$ cat src/csd_pkg.sv
// csd_pkg: shared types and constants for the can signal decoder
// holds the config, frame, result and queue word layouts; no dependencies
package csd_pkg;

  localparam int FRAME_BYTES = 8;
  localparam logic [2:0] HIGH_BYTE = 3'd7;
  localparam logic [3:0] MAX_LENGTH = 4'd8;
  localparam logic [6:0] MAX_WIDTH = 7'd64;
  localparam int SUM_W = 98;
  localparam logic signed [47:0] Q_MAX = 48'sh7FFF_FFFF_FFFF;
  localparam logic signed [47:0] Q_MIN = 48'sh8000_0000_0000;

  typedef enum logic [1:0] {
    CAUSE_OK,
    CAUSE_MISSING,
    CAUSE_NEGATIVE,
    CAUSE_RANGE
  } csd_cause_t;

  typedef enum logic [2:0] {
    REG_START,
    REG_WIDTH,
    REG_ORDER,
    REG_SIGNED,
    REG_SCALE,
    REG_OFFSET,
    REG_LOWER,
    REG_UPPER
  } csd_reg_t;

  typedef struct packed {
    logic [5:0]         start_position;
    logic [6:0]         signal_width;
    logic               motorola_order;
    logic               signed_signal;
    logic signed [31:0] scale_factor;
    logic signed [47:0] offset_value;
    logic signed [47:0] lower_limit;
    logic signed [47:0] upper_limit;
  } csd_cfg_t;

  typedef struct packed {
    logic [63:0] frame_bytes;
    logic [3:0]  frame_length;
  } csd_frame_t;

  typedef struct packed {
    logic               accepted;
    csd_cause_t         fail_cause;
    logic signed [47:0] physical_value;
    logic [63:0]        raw_value;
  } csd_result_t;

  typedef struct packed {
    csd_cause_t  cause;
    logic [63:0] raw;
    logic        neg;
    logic [63:0] mag;
  } csd_item_t;

endpackage

$ cat src/csd_regs.sv
// csd_regs: apb-style configuration register file
// depends on csd_pkg for the register index codes and the config struct
module csd_regs (
  input  logic               clk,
  input  logic               rst,
  input  logic               psel,
  input  logic               penable,
  input  logic               pwrite,
  input  logic [5:0]         paddr,
  input  logic [63:0]        pwdata,
  output logic [63:0]        prdata,
  output logic               pready,
  output csd_pkg::csd_cfg_t  cfg
);
  import csd_pkg::*;

  logic     wr_en;
  csd_reg_t idx;

  assign pready = 1'b1;
  assign wr_en = psel && penable && pwrite && pready;
  assign idx = csd_reg_t'(paddr[5:3]);

  always_ff @(posedge clk) begin
    if (rst) begin
      cfg.start_position <= 6'd0;
      cfg.signal_width <= 7'd8;
      cfg.motorola_order <= 1'b0;
      cfg.signed_signal <= 1'b0;
      cfg.scale_factor <= 32'sd65536;
      cfg.offset_value <= 48'sd0;
      cfg.lower_limit <= Q_MIN;
      cfg.upper_limit <= Q_MAX;
    end else if (wr_en) begin
      unique case (idx)
        REG_START:  cfg.start_position <= pwdata[5:0];
        REG_WIDTH:  cfg.signal_width <= pwdata[6:0];
        REG_ORDER:  cfg.motorola_order <= pwdata[0];
        REG_SIGNED: cfg.signed_signal <= pwdata[0];
        REG_SCALE:  cfg.scale_factor <= pwdata[31:0];
        REG_OFFSET: cfg.offset_value <= pwdata[47:0];
        REG_LOWER:  cfg.lower_limit <= pwdata[47:0];
        REG_UPPER:  cfg.upper_limit <= pwdata[47:0];
      endcase
    end
  end

  always_comb begin
    unique case (idx)
      REG_START:  prdata = {58'd0, cfg.start_position};
      REG_WIDTH:  prdata = {57'd0, cfg.signal_width};
      REG_ORDER:  prdata = {63'd0, cfg.motorola_order};
      REG_SIGNED: prdata = {63'd0, cfg.signed_signal};
      REG_SCALE:  prdata = {32'd0, cfg.scale_factor};
      REG_OFFSET: prdata = {16'd0, cfg.offset_value};
      REG_LOWER:  prdata = {16'd0, cfg.lower_limit};
      REG_UPPER:  prdata = {16'd0, cfg.upper_limit};
    endcase
  end

endmodule

$ cat config.mk
export PLATFORM = sky130hd
export DESIGN_NAME = csd_regs
export DESIGN_NICKNAME = d
export VERILOG_FILES = /design/src/csd_pkg.sv /design/src/csd_regs.sv
export SDC_FILE = /design/constraint.sdc
export NUM_CORES = 1
export LEC_CHECK = 0
export ABC_CLOCK_PERIOD_IN_PS = 3700
export BUFFER_PORTS_ARGS = -buffer_cell sky130_fd_sc_hd__buf_2
export CAP_MARGIN = 20
export CORE_UTILIZATION = 40
export CTS_CLUSTER_DIAMETER = 80
export DETAILED_ROUTE_END_ITERATION = 8
export PLACE_DENSITY = 0.78
export SLEW_MARGIN = 10
export SYNTH_ARGS = -nofsm -noshare
export SYNTH_HDL_FRONTEND = slang
export SYNTH_SLANG_ARGS = --single-unit
$ cat constraint.sdc
create_clock -name clk -period 3.7 [get_ports clk]
set_input_delay 0.37 -clock clk [delete_from_list [all_inputs] [get_ports clk]]
set_output_delay 0.37 -clock clk [all_outputs]
set_load 0.02 [all_outputs]
* Yosys cells after proc, flatten, opt, wreduce, memory -nomap -nowiden
Index checks and enable logic that the tools add are counted.
Operators by class: muxes and demuxes 1, eq/ne operators 7, reduce and logical (&&, ||, !) cells 11
Operators with widths (number):
- $pmux W64 S8 | 1
- $reduce_and A2 Y1 | 8
- $eq A3 B3 Y1 const B | 4
- $eq A3 B2 Y1 const B | 2
- $eq A3 B1 Y1 const B | 1
- $logic_not A3 Y1 | 1
- $logic_and A1 B1 Y1 | 2
Word-level totals: input bits 75, flip-flop bits (word level) 191, word-level logic and storage cells 27, output and inout bits 256

* Longest topological paths before layout
word-level depth 3, depth in mapped cells 7, depth with buffers taken out 4

* Worst setup path before layout
Ideal clock, no wire load.
kind in2out, from input paddr[3], to output prdata[3], arrival time 1564 ps, required time 3330 ps, buffers on the path 3, setup slack 1766 ps, stages 7, cell sequence buf_4 -> buf_6 -> buf_4 -> mux2i_1 -> nor2_1 -> a21oi_1 -> o21ai_0
On the way: longest elaborated chain between the ends 2
RTL lines:
- start: declaration | RTL line csd_regs.sv:9 | input logic [5:0] paddr,
- $eq A3 B3 Y1 (tied with other cells) | RTL line csd_regs.sv:49 | unique case (idx)
- $pmux W64 S8 * | RTL line csd_regs.sv:49
- end: declaration | RTL line csd_regs.sv:11 | output logic [63:0] prdata,
Mark *: on every way between the ends. The rest lies on a longest branch, timed or not. The select of a mux whose other input is x is not followed.

* Worst setup path after layout
from input paddr[3], to output prdata[7]
Same word-level chain as after synthesis.

==> run metrics <==
die area approximately 0.022 mm²; syn_area_per_cell 8.23 µm²; setup TNS 0 ps; post-DP HPWL 17.7 mm; global-route wire length before repair between 40 and 50 mm; r2r setup slk 2960 ps; CTS sink cnt 191; async set-reset flop share out of synthesis 0; total number of vias 8028; cell accounting for the most synthesized area dfxtp_1; largest net degree at the start of global routing approximately 100; fin crit share 0.715; vias in the first global route 7327; most frequent cells in the layout 292 x buf_2, 273 x nand2_1, 191 x dfxtp_1; fillcell total roughly 2000; CTS Buffer Depth 2; EDFF count, synth 0; Congestion Overflow GR 0; Pwr Density 404 mW/mm²; clk_skew 0 ps; Top Registers cfg x191; Hold/Removal Path Class in -> reg; clock-pin slew on the worst setup and hold paths about 80 ps; input/output buffers 294; GPL Wtd Cong 0.805; Pre-Repair DR Iteration Count 7; Die Width 147 µm; Final ANT Viol Nets 0; fmax 378 MHz; Critical Path AT 2270 ps; R2R Path Start cfg[0]; fraction of layout cells with a size suffix above 1 0.315; R2R depth 2; Least-Margin Pin Slew 1020 ps; CTS Buf Count 17; hold depth 3; final setup margin 1060 ps; Row Count 52; Leak Pwr around 4.4 nW; status finished, final reports clean; dpl ws 1030 ps; clk_lat worst skew 420 ps; CP Launch Type input port; top-level I/O count 331; worst path required time 3330 ps; DRC viols 0; RSZ-0062 raised after global routing no; TritonCTS clock tree done; hold path start pwdata[47]; top cell type's share of synthesized area 0.453; H-tree depth 4; setup violators final 0; Total GRT Usage 0.237; cts hold-fix bufs 0; die height 147 µm; YS warnings 0; WL/cell 16.9 µm; library cells used by synthesis 33; Area contributors post-synth dfxtp_1 45%, nand2_1 12%, a21oi_1 11%; vias per std cell 5.19; Syn Inst Count 1025; Layout Nets 1341; Max IR drop VDD 274 µV; Fin. Hold Viols 0; Seq cells post-synth 191; Root Driver clkbuf_16; fin crit period roughly 2600 ps; CP Capture Type output pin; area growth from synthesis to layout 24.5%; max reg flops roughly 190; DRT Wirelength 26.1 mm; drt first-iter violations 447; n_diodes 0; Synth Flop Type dfxtp_1; synthesized area 0.00843 mm²; register area share after synthesis 0.453; Top reg by flops cfg; total core area 0.0204 mm²; Setup crit start paddr[3]; critical path class in -> out; Setup Buffers After CTS 0; initial antenna violation count 0; initial cell density of the core 0.413; number of gates resized after CTS 0; most common cell after layout, fill and taps aside buf_2; Slew Limit Fails 0; Max-cap violations 0; worst-path fanout max between 40 and 50; normalized max-slew margin 0.320
## stage by stage
| stage | cells | hold WS, ps | power (mW) | area, µm² | utilization |
|---|---|---|---|---|---|
| 5_1_grt | 1548 | 173 | 4.42 | 10500 | 0.514 |
| 3_5_place_dp | 1517 | 458 | 2.53 | 9940 | 0.486 |
| 3_3_place_gp | 1517 | 450 | 2.52 | 9940 | 0.486 |
| 2_1_floorplan | 1040 | 497 | 2.40 | 8490 | - |
| 4_1_cts | 1548 | 175 | 4.29 | 10500 | 0.514 |
| 6_report | 1548 | 193 | 4.24 | 10500 | 0.514 |
## cell usage after synthesis, types with 3 or more instances
library cell	number
buf_2	32
or2_1	3
buf_6	3
mux2i_1	7
nand2_1	273
nor2_2	4
mux2_2	22
a22o_1	3
buf_4	32
mux4_2	28
nor3_1	53
and2_1	26
nor2_1	76
dfxtp_1	191
nand2b_1	4
a21oi_1	187
clkbuf_1	38
a22oi_1	16
o21ai_0	5
## where the power goes
group / switching (mW) / internal (mW) / total (mW)
registers: 0.0116 / 2.07 / 2.08
logic: 0.260 / 0.139 / 0.399
clock network: 0.857 / 0.906 / 1.76
## worst max-delay path, cell delays in order
cell and delay [ps]:
buf_4 470, buf_4 530, mux4_2 570, and2_1 160, buf_2 150
## worst paths after layout
| check | to |
|---|---|
| worst max-delay path | prdata[7] |
| worst min-delay path | cfg[95] |
| worst max register to register | cfg[0] |
| worst min register to register | cfg[110] |
## per-layer routing
layer | global-route usage | routed length (µm)
met4 | 0.0686 | 444
met3 | 0.0661 | 1970
met1 | 0.291 | 10900
met5 | 0 | 0
met2 | 0.405 | 12700
## cell type report
class,count,area [µm²],share of cell area
clock buffers,18,439,0.0418
clock inverters,13,124,0.0118
inverters,2,7.51,0.000715
multi-input cells,742,4100,0.391
flip-flops and latches,191,3820,0.364
well taps,270,338,0.0322
repair buffers,312,1670,0.159
## cells by family after synthesis
family	count (synthesis)	synth area share
flops	191	0.453
simple gates	447	0.223
mux	57	0.112
buf+inv	107	0.0693
compound gates	221	0.141
other cells	2	0.000891
Note: power is estimated with default switching activity, not from simulation.
