--- src/csd_pkg.sv ---
// csd_pkg: shared types and constants for the can signal decoder
// holds the config, frame, result and queue word layouts; no dependencies
package csd_pkg;

  localparam int FRAME_BYTES = 8;
  localparam logic [2:0] HIGH_BYTE = 3'd7;
  localparam logic [3:0] MAX_LENGTH = 4'd8;
  localparam logic [6:0] MAX_WIDTH = 7'd64;
  localparam int SUM_W = 98;
  localparam logic signed [47:0] Q_MAX = 48'sh7FFF_FFFF_FFFF;
  localparam logic signed [47:0] Q_MIN = 48'sh8000_0000_0000;

  typedef enum logic [1:0] {
    CAUSE_OK,
    CAUSE_MISSING,
    CAUSE_NEGATIVE,
    CAUSE_RANGE
  } csd_cause_t;

  typedef enum logic [2:0] {
    REG_START,
    REG_WIDTH,
    REG_ORDER,
    REG_SIGNED,
    REG_SCALE,
    REG_OFFSET,
    REG_LOWER,
    REG_UPPER
  } csd_reg_t;

  typedef struct packed {
    logic [5:0]         start_position;
    logic [6:0]         signal_width;
    logic               motorola_order;
    logic               signed_signal;
    logic signed [31:0] scale_factor;
    logic signed [47:0] offset_value;
    logic signed [47:0] lower_limit;
    logic signed [47:0] upper_limit;
  } csd_cfg_t;

  typedef struct packed {
    logic [63:0] frame_bytes;
    logic [3:0]  frame_length;
  } csd_frame_t;

  typedef struct packed {
    logic               accepted;
    csd_cause_t         fail_cause;
    logic signed [47:0] physical_value;
    logic [63:0]        raw_value;
  } csd_result_t;

  typedef struct packed {
    csd_cause_t  cause;
    logic [63:0] raw;
    logic        neg;
    logic [63:0] mag;
  } csd_item_t;

endpackage

--- src/csd_queue.sv ---
// csd_queue: short fifo of classified words between front and back
// depends on csd_pkg for the queue word type
module csd_queue #(
  parameter int DEPTH = 2
) (
  input  logic               clk,
  input  logic               rst,
  input  logic               push,
  input  csd_pkg::csd_item_t push_item,
  output logic               full,
  input  logic               pop,
  output logic               valid,
  output csd_pkg::csd_item_t item
);
  import csd_pkg::*;

  localparam int PTR_W = (DEPTH > 1) ? $clog2(DEPTH) : 1;
  localparam int CNT_W = $clog2(DEPTH + 1);
  localparam logic [PTR_W-1:0] LAST_PTR = PTR_W'(DEPTH - 1);
  localparam logic [CNT_W-1:0] FULL_CNT = CNT_W'(DEPTH);

  csd_item_t        slots [DEPTH];
  logic [PTR_W-1:0] wr_ptr;
  logic [PTR_W-1:0] rd_ptr;
  logic [CNT_W-1:0] count;
  logic             do_push;
  logic             do_pop;

  assign full = (count == FULL_CNT);
  assign valid = (count != '0);
  assign do_push = push && !full;
  assign do_pop = pop && valid;
  assign item = slots[rd_ptr];

  always_ff @(posedge clk) begin
    if (do_push) begin
      slots[wr_ptr] <= push_item;
    end
  end

  always_ff @(posedge clk) begin
    if (rst) begin
      wr_ptr <= '0;
      rd_ptr <= '0;
      count <= '0;
    end else begin
      if (do_push) begin
        wr_ptr <= (wr_ptr == LAST_PTR) ? '0 : wr_ptr + 1'b1;
      end
      if (do_pop) begin
        rd_ptr <= (rd_ptr == LAST_PTR) ? '0 : rd_ptr + 1'b1;
      end
      if (do_push && !do_pop) begin
        count <= count + 1'b1;
      end else if (do_pop && !do_push) begin
        count <= count - 1'b1;
      end
    end
  end

endmodule

--- config.mk ---
export PLATFORM = sky130hd
export DESIGN_NAME = csd_queue
export DESIGN_NICKNAME = d
export VERILOG_FILES = /design/src/csd_pkg.sv /design/src/csd_queue.sv
export SDC_FILE = /design/constraint.sdc
export NUM_CORES = 1
export LEC_CHECK = 0
export BUFFER_PORTS_ARGS = -buffer_cell sky130_fd_sc_hd__buf_2
export CAP_MARGIN = 20
export CORE_MARGIN = 2
export CORE_UTILIZATION = 54
export CTS_BUF_LIST = sky130_fd_sc_hd__clkbuf_2
export DETAILED_ROUTE_END_ITERATION = 10
export GPL_TIMING_DRIVEN = 1
export HOLD_SLACK_MARGIN = 0.06
export PLACE_DENSITY_LB_ADDON = 0.05
export SYNTH_ARGS = -nofsm -noshare
export SYNTH_HDL_FRONTEND = slang
export SYNTH_SLANG_ARGS = --single-unit
--- constraint.sdc ---
create_clock -name clk -period 4.6 [get_ports clk]
set_input_delay 0.23 -clock clk [delete_from_list [all_inputs] [get_ports clk]]
set_output_delay 0.23 -clock clk [all_outputs]
set_load 0.1 [all_outputs]
**After elaboration in Yosys (flattened, before gate mapping)**

Memories as Yosys holds them, arrays and structs flattened. A register that Yosys moved wholly into a read port is not among the register bits.
Cells that the tools add are included.

- Output and inout port bits: 133
- Register bits: 4
- Memories kept: 1
- Bits in read-only memories: 0
- Word-level logic and storage cells: 26
- RAM bits: 262
- Latch bits: 0
- Input bits: 135

- Muxes and demuxes: 8
- Multipliers: 0
- Shift operators: 0
- Equal/unequal tests: 1
- Order comparisons: 0
- Divide/modulo/power cells: 0
- Reduce and logical (&&, ||, !) cells: 9
- Add/sub/neg operators: 4
- Bitwise logic cells: 0

Memories:

| memory | words | width | read ports | clocked after Yosys merged registers in | wr ports | RTL line | source |
|---|---|---|---|---|---|---|---|
| slots | 2 | 131 | 1 | 1 | 1 | csd_queue.sv:22 | `csd_item_t slots [DEPTH];` |

Operators with widths:

| kind | count |
|---|---|
| two-way mux 1 bit | 6 |
| logical AND 1 bit | 4 |
| two-way mux 2 bit | 2 |
| nonzero test 2 bit | 2 |
| logical NOT 1 bit | 3 |
| adder 1 bit, second input constant | 2 |
| adder 2 x 1 -> 2 bit, second input constant | 1 |
| equality test 2 bit, second input constant | 1 |
| subtractor 2 x 1 -> 2 bit, second input constant | 1 |

**Longest topological paths before layout**

Gate-level depths: netlist of the first run.

- Depth in word-level cells: 7
- Depth in mapped cells: 6
- Depth with buffers taken out: 6

**Worst setup path before layout of the first run**

OpenSTA, ideal clock, no wires.

- Path kind: register -> register
- From: register count[1]
- To: memory slots[1][0] (netlist name) (enable)
- Buffers on the path: 0
- Stages on the path, launching flop included: 4
- Data required time: 4.094 ns
- Clock period less this slack: 4.386 ns
- Library setup time: 0.506 ns
- Setup slack: 0.214 ns
- Arrival time: 3.879 ns
- Path through: dfxtp_1 > nor2b_2 > nor2_1 > and2_1

- Cells in the longest elaborated chain, start to end: 5

Ends and longest elaborated chain:

| item | RTL line | source |
|---|---|---|
| from (decl) | csd_queue.sv:25 | `logic [CNT_W-1:0] count;` |
| from (signal assigned) | csd_queue.sv:54 | `count <= count + 1'b1;` |
| from (signal assigned) | csd_queue.sv:56 | `count <= count - 1'b1;` |
| equality test 2 bit | csd_queue.sv:29 | `assign full = (count == FULL_CNT);` |
| net full | csd_queue.sv:10 | `output logic full,` |
| logical NOT 1 bit | csd_queue.sv:31 | `assign do_push = push && !full;` |
| logical AND 1 bit | csd_queue.sv:31 |  |
| net do_push | csd_queue.sv:26 | `logic do_push;` |
| two-way mux 1 bit | csd_queue.sv:36 | `if (do_push) begin` |
| two-way mux 1 bit (implied by the code) | csd_queue.sv:37 | `slots[wr_ptr] <= push_item;` |
| to (decl) | csd_queue.sv:22 |  |

The timed path passes the listed nets, and every way through them passes these cells.

==> flow_summary.yaml, run 1 <==
pwr:
  combPwrFrac_pct: 48.8
  switchingPower_mw: 4.51
  p_int_mw: 4.69
  p_seq_share_pct: 34.4
  p_clk_share_pct: 16.8
  vdd_ir_drop_max_mv: 0.477
  p_per_area_mw_per_mm2: 678
  power.leakage_nw: 5.47
  switching_share_pct: 49.0
  fin_total_pwr_mw: 9.21
clocking:
  cts_tree: "built"
  clk_pin_slew_ns: 0.11
  cts_setup_buffers: 0
  clockBufferDepth: 3
  cts_made_buffers: 67
  cts.sinks: 267
  clk_latency_ns: 0.75
  cts_resized: 0
  htreeDepth: 3
  root_buffer: "clkbuf_2"
  holdBufCountCts: 135
floorplan:
  start_util_pct: 55.6
  die_area_mm2: 0.0197
  num_rows: 49
  pin_count: 268
  core-area_mm2: 0.0181
  die_w_um: 140
  die_y_um: 140
sta:
  fmax_mhz: 335
  min_period_over_period_pct: 64.9
  fin_tns_setup_ns: 0
  layout_min_cycle_time_ns: 2.99
  whs_ns: 0.198
  maxSlewHeadroom_pct: 52.6
  finalHoldViolations: 0
  rsz0062_at_grt: "false"
  drv_slew: 0
  setup_viol: 0
  worstMarginPinSlew_ns: 0.712
  clock_skew_ns: 0.0378
global_routing:
  grt_pass1_wl_um: 30600
  grtUsageTotal_pct: 20.2
  grt-ovfl-total: 0
  antenna_found_initial: 1
  grt_max_degree: 77
  grt_pass1_vias: 6362
detailed_routing:
  drc: 0
  drt_pass1_iterations: 4
  routedWlPerCell_um: 17.1
  route.met2.wl_um: 10300
  viasPerCell: 4.85
  vias: 5675
  met3_length_um: 1600
  drt_first_iter_violations: 198
  wl_met1_um: 7640
  top_layer: "met4"
  drtAntennaViolNets: 0
  finalWirelength_um: 20000
critical_path:
  cp.required_ns: 4.37
  end_kind: "output port"
  path_max_fanout: 43
  worstPathArrival_ns: 2.76
  cp_slowest_cell: "buf_4"
  path_delay_family: "buffers and inverters"
  worstPathCellList: "buf_4 -> mux2_2 -> buf_2"
  cp_num_cells: 3
  worstRegToRegCells: 4
  criticalPathCategory: "reg -> out"
  worstSetupStartpointType: "register"
  path_buf_inv: 2
  cpPeakStageDelay_ns: 0.64
layout:
  syn_to_final_growth_pct: 35.2
  fillCellCount: 1116
  utilization_pct: 75.1
  fin_nets: 1031
  final_layout_size_suffix_gt1_share_pct: 54.7
min_path:
  hold_class: "in -> reg"
  holdPathStages: 2
synth:
  yosys_warnings: 0
  syn-num-nets: 569
  synth.distinct_cells: 17
  synth_cells: 433
  syn_area_per_cell_um2: 23.2
  ys_ff_latch: 267
  seq_area_frac_synth_pct: 79.3
  syn_area_mm2: 0.0100
placement:
  port_buffers: 267
  gp_congestion: 0.771
  dp_hpwl_um: 12100
run_status:
  outcome: "complete, no violations"
flow_run:
  cap_violations: 0
-- Yosys cell counts --
library cell | instances | area share [%]
ha_1 | 1 | 0.12
nor2_1 | 4 | 0.15
and2_1 | 1 | 0.062
o21ai_0 | 3 | 0.15
nor2b_2 | 1 | 0.087
edfxtp_1 | 262 | 78
a21oi_1 | 2 | 0.10
or3_1 | 2 | 0.12
xor2_1 | 3 | 0.26
or2_2 | 1 | 0.062
buf_2 | 4 | 0.20
buf_8 | 1 | 0.15
dfxtp_1 | 5 | 1.0
buf_6 | 10 | 1.1
mux2_4 | 90 | 13
mux2_2 | 41 | 4.6
inv_1 | 2 | 0.075
-- final timing paths --
check                  to          start  slack [ns]
max reg2reg  slots[0][62]       count[1]        2.22
min          slots[0][40]  push_item[40]        0.20
max               item[2]       register        1.61
min reg2reg        wr_ptr         wr_ptr        0.53
-- cell type report --
class | instances | area (um^2) | area share, %
Antenna cell | 2 | 5.00 | 0.0368
Clock buffer | 97 | 485 | 3.57
Clock inverter | 16 | 116 | 0.857
Inverter | 2 | 12.5 | 0.0921
Multi-Input combinational cell | 149 | 1930 | 14.2
Sequential cell | 267 | 7970 | 58.7
Tap cell | 229 | 287 | 2.11
Timing Repair Buffer | 408 | 2780 | 20.4
-- state kept, by name (all words and copies together) (netlist names), named ones only --
signal	cells
count	2
rd_ptr	1
wr_ptr	1
slots	262
-- cells in the final DEF, fill, tap and decap left out, drive strengths merged, types with 2 or more instances in the layout --
cell type and n:
bufinv 2, nor2 4, dlygate4sd3 135, inv 5
mux2 131, or3 2, clkinv 11, o21ai 3
diode 2, buf 273, edfxtp 262, xor2 3
dfxtp 5, a21oi 2, clkbuf 97
-- cells by family (layout without fill, tap and decap cells) --
logic type / Yosys count / after routing / synth area share (%)
adders and majority gates: 1 / 1 / 0.124
muxes: 131 / 131 / 18.0
other: 0 / 2 / 0
and+or+nand+nor: 9 / 9 / 0.486
AOI/OAI and AO/OA: 5 / 5 / 0.249
xor gates and xnor gates: 3 / 3 / 0.262
buffers and inverters: 17 / 523 / 1.54
DFF: 267 / 267 / 79.3
-- worst reg2reg max path, cell delays in order (launching register included) --
cell and delay (ns):
dfxtp_1 0.35, nor2b_2 0.18, or3_1 0.39, inv_6 0.43, buf_4 0.62
-- power by group through the flow --
stage / Clock, mW / Combinational [mW] / Sequential [mW]
floorplan: 0 / 3.92 / 3.20
global placement: 0 / 4.38 / 3.20
detailed placement: 0 / 4.41 / 3.23
CTS: 1.61 / 4.51 / 3.17
global route: 1.74 / 4.62 / 3.20
finish: 1.55 / 4.49 / 3.17
-- through the flow --
step | area, um^2 | setup slack (ns) | cells
2_1_floorplan | 10000 | 0.214 | 433
3_3_place_gp | 11600 | 2.33 | 919
3_5_place_dp | 11600 | 2.23 | 919
4_1_cts | 13600 | 1.48 | 1167
5_1_grt | 13600 | 1.42 | 1169
6_report | 13600 | 1.61 | 1170
-- layer usage --
metal / vias to the layer above / track usage [%]
li1: 2693 / -
met1: 2716 / 21.3
met2: 231 / 35.9
met3: 35 / 7.11
met4: 0 / 9.68
met5: - / 0
Note: power is estimated with default switching activity, not from simulation.
==> inputs of run 2 (changes only) <==
==> constraint.sdc (replaced) <==
create_clock -name clk -period 2.8 [get_ports clk]
set_input_delay 0.14 -clock clk [delete_from_list [all_inputs] [get_ports clk]]
set_output_delay 0.14 -clock clk [all_outputs]
set_load 0.1 [all_outputs]
==> flow_summary.yaml, run 2 <==
run_status:
  stop_error: "[ERROR RSZ-0060] Max buffer count reached."
  outcome: "stopped before the end"
  lastStage: "4_1_cts"
floorplan:
  die_y_um: 140
  pin_count: 268
  die_w_um: 140
  num_rows: 49
  start_util_pct: 55.6
placement:
  gp_congestion: 0.763
  port_buffers: 267
  dp_hpwl_um: 12500
synth:
  seq_area_frac_synth_pct: 79.3
  ys_async_sr_fraction_pct: 0
  synth_cells: 433
  yosysTopAreaCell: "edfxtp_1"
  ys_ff_latch: 267
  synth_common_cells: "edfxtp_1, mux2_4, mux2_2, buf_6, dfxtp_1"
  yosysMostFrequentCell: "edfxtp_1"
  syn_area_mm2: 0.0100
  synth.distinct_cells: 17
  yosys_warnings: 0
  yosysTopAreaCellShare_pct: 78.3
  syn-num-nets: 569
  synth_ff_type: "edfxtp_1"
  syn_area_per_cell_um2: 23.2
  synthTopCellsByArea: "edfxtp_1, mux2_4, mux2_2"
  synth_edf_count: 262
clocking:
  cts_made_buffers: 66
  clockBufferDepth: 3
  holdBufCountCts: 208
  cts.sinks: 267
  cts_resized: 0
  htreeDepth: 3
  root_buffer: "clkbuf_2"
  cts_setup_buffers: 0
==> run 2: cell counts after synthesis <==
No cell type changed its count.
==> run 2: cell families after synthesis <==
| logic type | synth area share [%] |
|---|---|
| DFF | 79.3 |
| muxes | 18.0 |
| buffers and inverters | 1.54 |
| and+or+nand+nor | 0.486 |
| AOI/OAI and AO/OA | 0.249 |
| xor gates and xnor gates | 0.262 |
| adders and majority gates | 0.124 |
==> run 2: per-stage QoR <==
step / instances / area, um^2 / TNS [ns] / setup WS (ns)
after detailed placement: 922 / 11700 / 0 / 0.887
after global placement: 922 / 11700 / 0 / 0.913
after floorplan: 433 / 10100 / -85.92 / -0.656
==> inputs of run 3 (changes only) <==
--- a/config.mk
+++ b/config.mk
@@ -8,12 +8,10 @@
 export BUFFER_PORTS_ARGS = -buffer_cell sky130_fd_sc_hd__buf_2
 export CAP_MARGIN = 20
 export CORE_MARGIN = 2
-export CORE_UTILIZATION = 54
-export CTS_BUF_LIST = sky130_fd_sc_hd__clkbuf_2
+export CORE_UTILIZATION = 40
 export DETAILED_ROUTE_END_ITERATION = 10
 export GPL_TIMING_DRIVEN = 1
-export HOLD_SLACK_MARGIN = 0.06
-export PLACE_DENSITY_LB_ADDON = 0.05
+export PLACE_DENSITY_LB_ADDON = 0.15
 export SYNTH_ARGS = -nofsm -noshare
 export SYNTH_HDL_FRONTEND = slang
 export SYNTH_SLANG_ARGS = --single-unit
==> flow_summary.yaml, run 3 (synthesized netlist as in run 1, its figures left out) <==
run_status:
  outcome: "complete, no violations"
pwr:
  vdd_ir_drop_max_mv: 0.789
  p_per_area_mw_per_mm2: 1150
  power.leakage_nw: 5.44
floorplan:
  num_rows: 58
  core-area_mm2: 0.0249
  die_w_um: 162
  start_util_pct: 40.4
  die_area_mm2: 0.0264
  die_y_um: 162
  pin_count: 268
critical_path:
  cp_slowest_cell: "dfxtp_4"
  end_kind: "output port"
  cp_num_cells: 3
  path_delay_family: "buffers and inverters"
  cp.required_ns: 2.66
  r2r_slack_ns: 0.91
  r2r-end: "slots[0][31]"
  criticalPathCategory: "reg -> out"
  path_buf_inv: 2
  cpPeakStageDelay_ns: 0.66
  worstPathArrival_ns: 2.29
  worstPathCellList: "buf_12 -> mux2_2 -> buf_2"
  worstSetupStartpointType: "register"
  worstRegToRegCells: 4
  reg2reg_from: "count[1]"
  path_max_fanout: 50
min_path:
  holdPathStages: 4
  hold_start: "pop"
  hold_class: "in -> reg"
  hold-path-endpoint: "rd_ptr"
detailed_routing:
  routedWlPerCell_um: 16.5
  drtAntennaViolNets: 0
  finalWirelength_um: 19900
  drc: 0
  drt_first_iter_violations: 340
  vias: 5427
  drt_pass1_iterations: 4
  viasPerCell: 4.49
clocking:
  clk_pin_slew_ns: 0.06
  clk_latency_ns: 0.53
  clockBufferDepth: 3
  cts_tree: "built"
  htreeDepth: 1
  cts.sinks: 267
  cts_setup_buffers: 0
  root_buffer: "clkbuf_16"
  cts_made_buffers: 29
layout:
  fin_nets: 992
  diodes: 0
  stdcell_area_mm2: 0.0140
  top_regs: "slots: 262 flops, count: 2 flops"
  largest_reg_flops: 262
  syn_to_final_growth_pct: 39.3
  final_layout_size_suffix_gt1_share_pct: 51.3
  layout_common_cells: "buf_2, edfxtp_1, dlygate4sd3_1, mux2_4, mux2_2"
  mostFrequentLayoutCell: "buf_2"
  max_flop_register: "slots"
placement:
  port_buffers: 267
  gp_congestion: 0.758
  dpl_cell_area_mm2: 0.0118
  dp_hpwl_um: 12300
global_routing:
  antenna_found_initial: 0
  grtUsageTotal_pct: 14.6
  grt_max_degree: 85
  grt-ovfl-total: 0
  grt_pass1_wl_um: 30300
  grt_pass1_vias: 5966
sta:
  fin_tns_setup_ns: 0
  rsz0062_at_grt: "false"
  clock_skew_ns: 0.0118
  setup_viol: 0
  finalHoldViolations: 0
  drv_slew: 0
  layout_min_cycle_time_ns: 2.43
  min_period_over_period_pct: 86.7
  worstMarginPinSlew_ns: 0.666
  fmax_mhz: 412
  maxSlewHeadroom_pct: 55.6
flow_run:
  cap_violations: 0
## run 3: per-layer routing
layer | global-route usage, % | vias to the layer above | part of all wire [%]
li1 | - | 2565 | -
met2 | 26.1 | 217 | 50
met4 | 3.14 | 0 | 1.6
met1 | 17.7 | 2617 | 41
met5 | 0 | - | 0
met3 | 4.20 | 28 | 8.2
## run 3: stage by stage
stage	std cells	setup WS [ns]	total power, mW	hold WS (ns)	util (%)
after floorplan	433	-0.656	11.7	0.202	-
after global placement	1022	0.927	12.6	0.328	47.4
after detailed placement	1022	0.867	12.6	0.331	47.4
after CTS	1208	0.297	16.3	0.0343	56.2
after global routing	1208	0.239	16.7	0.0758	56.2
final	1208	0.372	16.1	0.0603	56.2
## run 3: final cells by class
class,count,area [um^2]
well taps,330,413
repair buffers,407,2780
clock buffers,35,748
multi-input cells,149,1940
fillers,1910,10900
inverters,2,11.3
flip-flops and latches,267,7970
clock inverters,18,134
## run 3: tightest hold or removal path: stages
cell	delay, ns
buf_2	0.10
o21ai_0	0.14
xor2_1	0.10
nor2_1	0.07
## run 3: how the worst max path moves through the flow
stage                   from           to
floorplan           count[1]  slots[0][0]
global placement    register    item[124]
detailed placement  register    item[111]
CTS                 register    item[111]
global route        register    item[111]
finish              register    item[113]
## run 3: power breakdown
part           internal, mW  total (mW)  switching [mW]
sequential             5.03        5.23           0.201
combinational          1.62        7.39            5.77
clock                  2.07        3.52            1.45
total                  8.72        16.1            7.42
## run 3: what timing repair did
item,in CTS,in global routing
hold endpoints to repair,267,0
hold buffers,133,0
resized for setup,0,0
==> inputs of run 4 (changes only) <==
--- a/config.mk
+++ b/config.mk
@@ -11,7 +11,6 @@
 export CORE_UTILIZATION = 40
 export DETAILED_ROUTE_END_ITERATION = 10
 export GPL_TIMING_DRIVEN = 1
-export PLACE_DENSITY_LB_ADDON = 0.15
 export SYNTH_ARGS = -nofsm -noshare
 export SYNTH_HDL_FRONTEND = slang
 export SYNTH_SLANG_ARGS = --single-unit
==> flow_summary.yaml, run 4 (synthesized netlist as in run 1, its figures left out) <==
sta:
  clock_skew_ns: 0.0107
  min_period_over_period_pct: 79.2
  drv_slew: 0
  worstMarginPinSlew_ns: 0.590
  setup_viol: 0
  rsz0062_at_grt: "false"
  maxSlewHeadroom_pct: 60.6
  finalHoldViolations: 0
  setup_ws_ns: 0.582
  fmax_mhz: 451
  layout_min_cycle_time_ns: 2.22
placement:
  dp_slack_ns: 0.927
  placedCellCount: 1023
  port_buffers: 267
  dp_hpwl_um: 12600
  gp_congestion: 0.699
  dpl_cell_area_mm2: 0.0118
layout:
  layout_common_cells: "buf_2, edfxtp_1, dlygate4sd3_1, mux2_4, mux2_2"
  fin_nets: 990
  seq_area_mm2: 0.00797
  stdcell_area_mm2: 0.0140
  mostFrequentLayoutCell: "buf_2"
  utilization_pct: 56.0
  max_flop_register: "slots"
  fillCellCount: 1950
  largest_reg_flops: 262
  final_layout_size_suffix_gt1_share_pct: 51.7
  diodes: 0
  syn_to_final_growth_pct: 38.8
  fin_cells: 1202
  multi_input_area_mm2: 0.00194
  top_regs: "slots: 262 flops, count: 2 flops"
clocking:
  clk_latency_ns: 0.52
  clk_pin_slew_ns: 0.06
  cts_made_buffers: 27
  htreeDepth: 1
  cts.sinks: 267
  cts_tree: "built"
  cts_setup_buffers: 0
  clockBufferDepth: 3
  root_buffer: "clkbuf_16"
critical_path:
  worstRegToRegCells: 4
  end_kind: "output port"
  cp.required_ns: 2.66
  worstPathArrival_ns: 2.08
  worstPathCellList: "buf_12 -> mux2_4 -> buf_2"
  cp_slowest_cell: "buf_2"
  path_max_fanout: 78
  path_buf_inv: 2
  cp_num_cells: 3
  criticalPathCategory: "reg -> out"
  worstSetupStartpointType: "register"
  cpPeakStageDelay_ns: 0.44
  r2r_slack_ns: 0.97
  path_delay_family: "buffers and inverters"
pwr:
  power.leakage_nw: 5.41
  fin_total_pwr_mw: 16.0
  p_per_area_mw_per_mm2: 1150
  vdd_ir_drop_max_mv: 0.991
detailed_routing:
  finalWirelength_um: 20300
  drt_pass1_iterations: 5
  drc: 0
  vias: 5455
  drt_first_iter_violations: 221
  drtAntennaViolNets: 0
  routedWlPerCell_um: 16.9
  viasPerCell: 4.54
run_status:
  outcome: "complete, no violations"
floorplan:
  start_util_pct: 40.4
  num_rows: 58
  pin_count: 268
  die_w_um: 162
  core-area_mm2: 0.0249
  die_area_mm2: 0.0264
  die_y_um: 162
global_routing:
  grt_pass1_wl_um: 30200
  grt_pass1_vias: 5840
  grt_max_degree: 101
  antenna_found_initial: 0
  grt-ovfl-total: 0
  grtUsageTotal_pct: 14.6
min_path:
  holdPathStages: 4
  hold_class: "in -> reg"
flow_run:
  cap_violations: 0
run 4: worst register-to-register path, stage by stage (launching register included):
cell	delay (ns)
dfxtp_2	0.33
nor2b_4	0.13
or3_4	0.38
clkinvlp_4	0.10
buf_12	0.46
run 4: stage by stage:
stage	hold slack, ns	TNS, ns
global placement	0.327	0
detailed placement	0.332	0
floorplan	0.202	-85.92
CTS	0.0308	0
finish	0.0603	0
global route	0.0744	0
run 4: report_power, final:
group          total, mW  internal [mW]  switching (mW)
sequential          5.16           5.03           0.138
clock               3.36           2.00            1.36
combinational       7.47           1.62            5.85
run 4: cell type report:
type	count	share of cell area, %
tap	330	2.96
clock inverter	11	0.753
clock buffer	36	5.23
timing repair buffer	407	19.9
sequential	267	57.2
multi-input combinational	149	13.9
inverter	2	0.0807
run 4: final timing paths:
kind	start	to
setup / recovery	register	item[34]
hold reg to reg	count[1]	count[1]
hold / removal	push	wr_ptr
setup reg to reg	count[1]	slots[0][37]
run 4: timing repair:
item / in CTS / in global routing
hold buffers: 132 / 0
gates resized for setup: 0 / 0
hold endpoints to repair: 267 / 0
run 4: metal layers:
| layer | GRT usage (%) | wire length, um | vias up |
|---|---|---|---|
| met5 | 0 | 0 | - |
| met4 | 3.42 | 244 | 0 |
| met3 | 4.05 | 1600 | 22 |
| met2 | 26.7 | 10400 | 211 |
| met1 | 17.0 | 8070 | 2657 |
| li1 | - | - | 2565 |
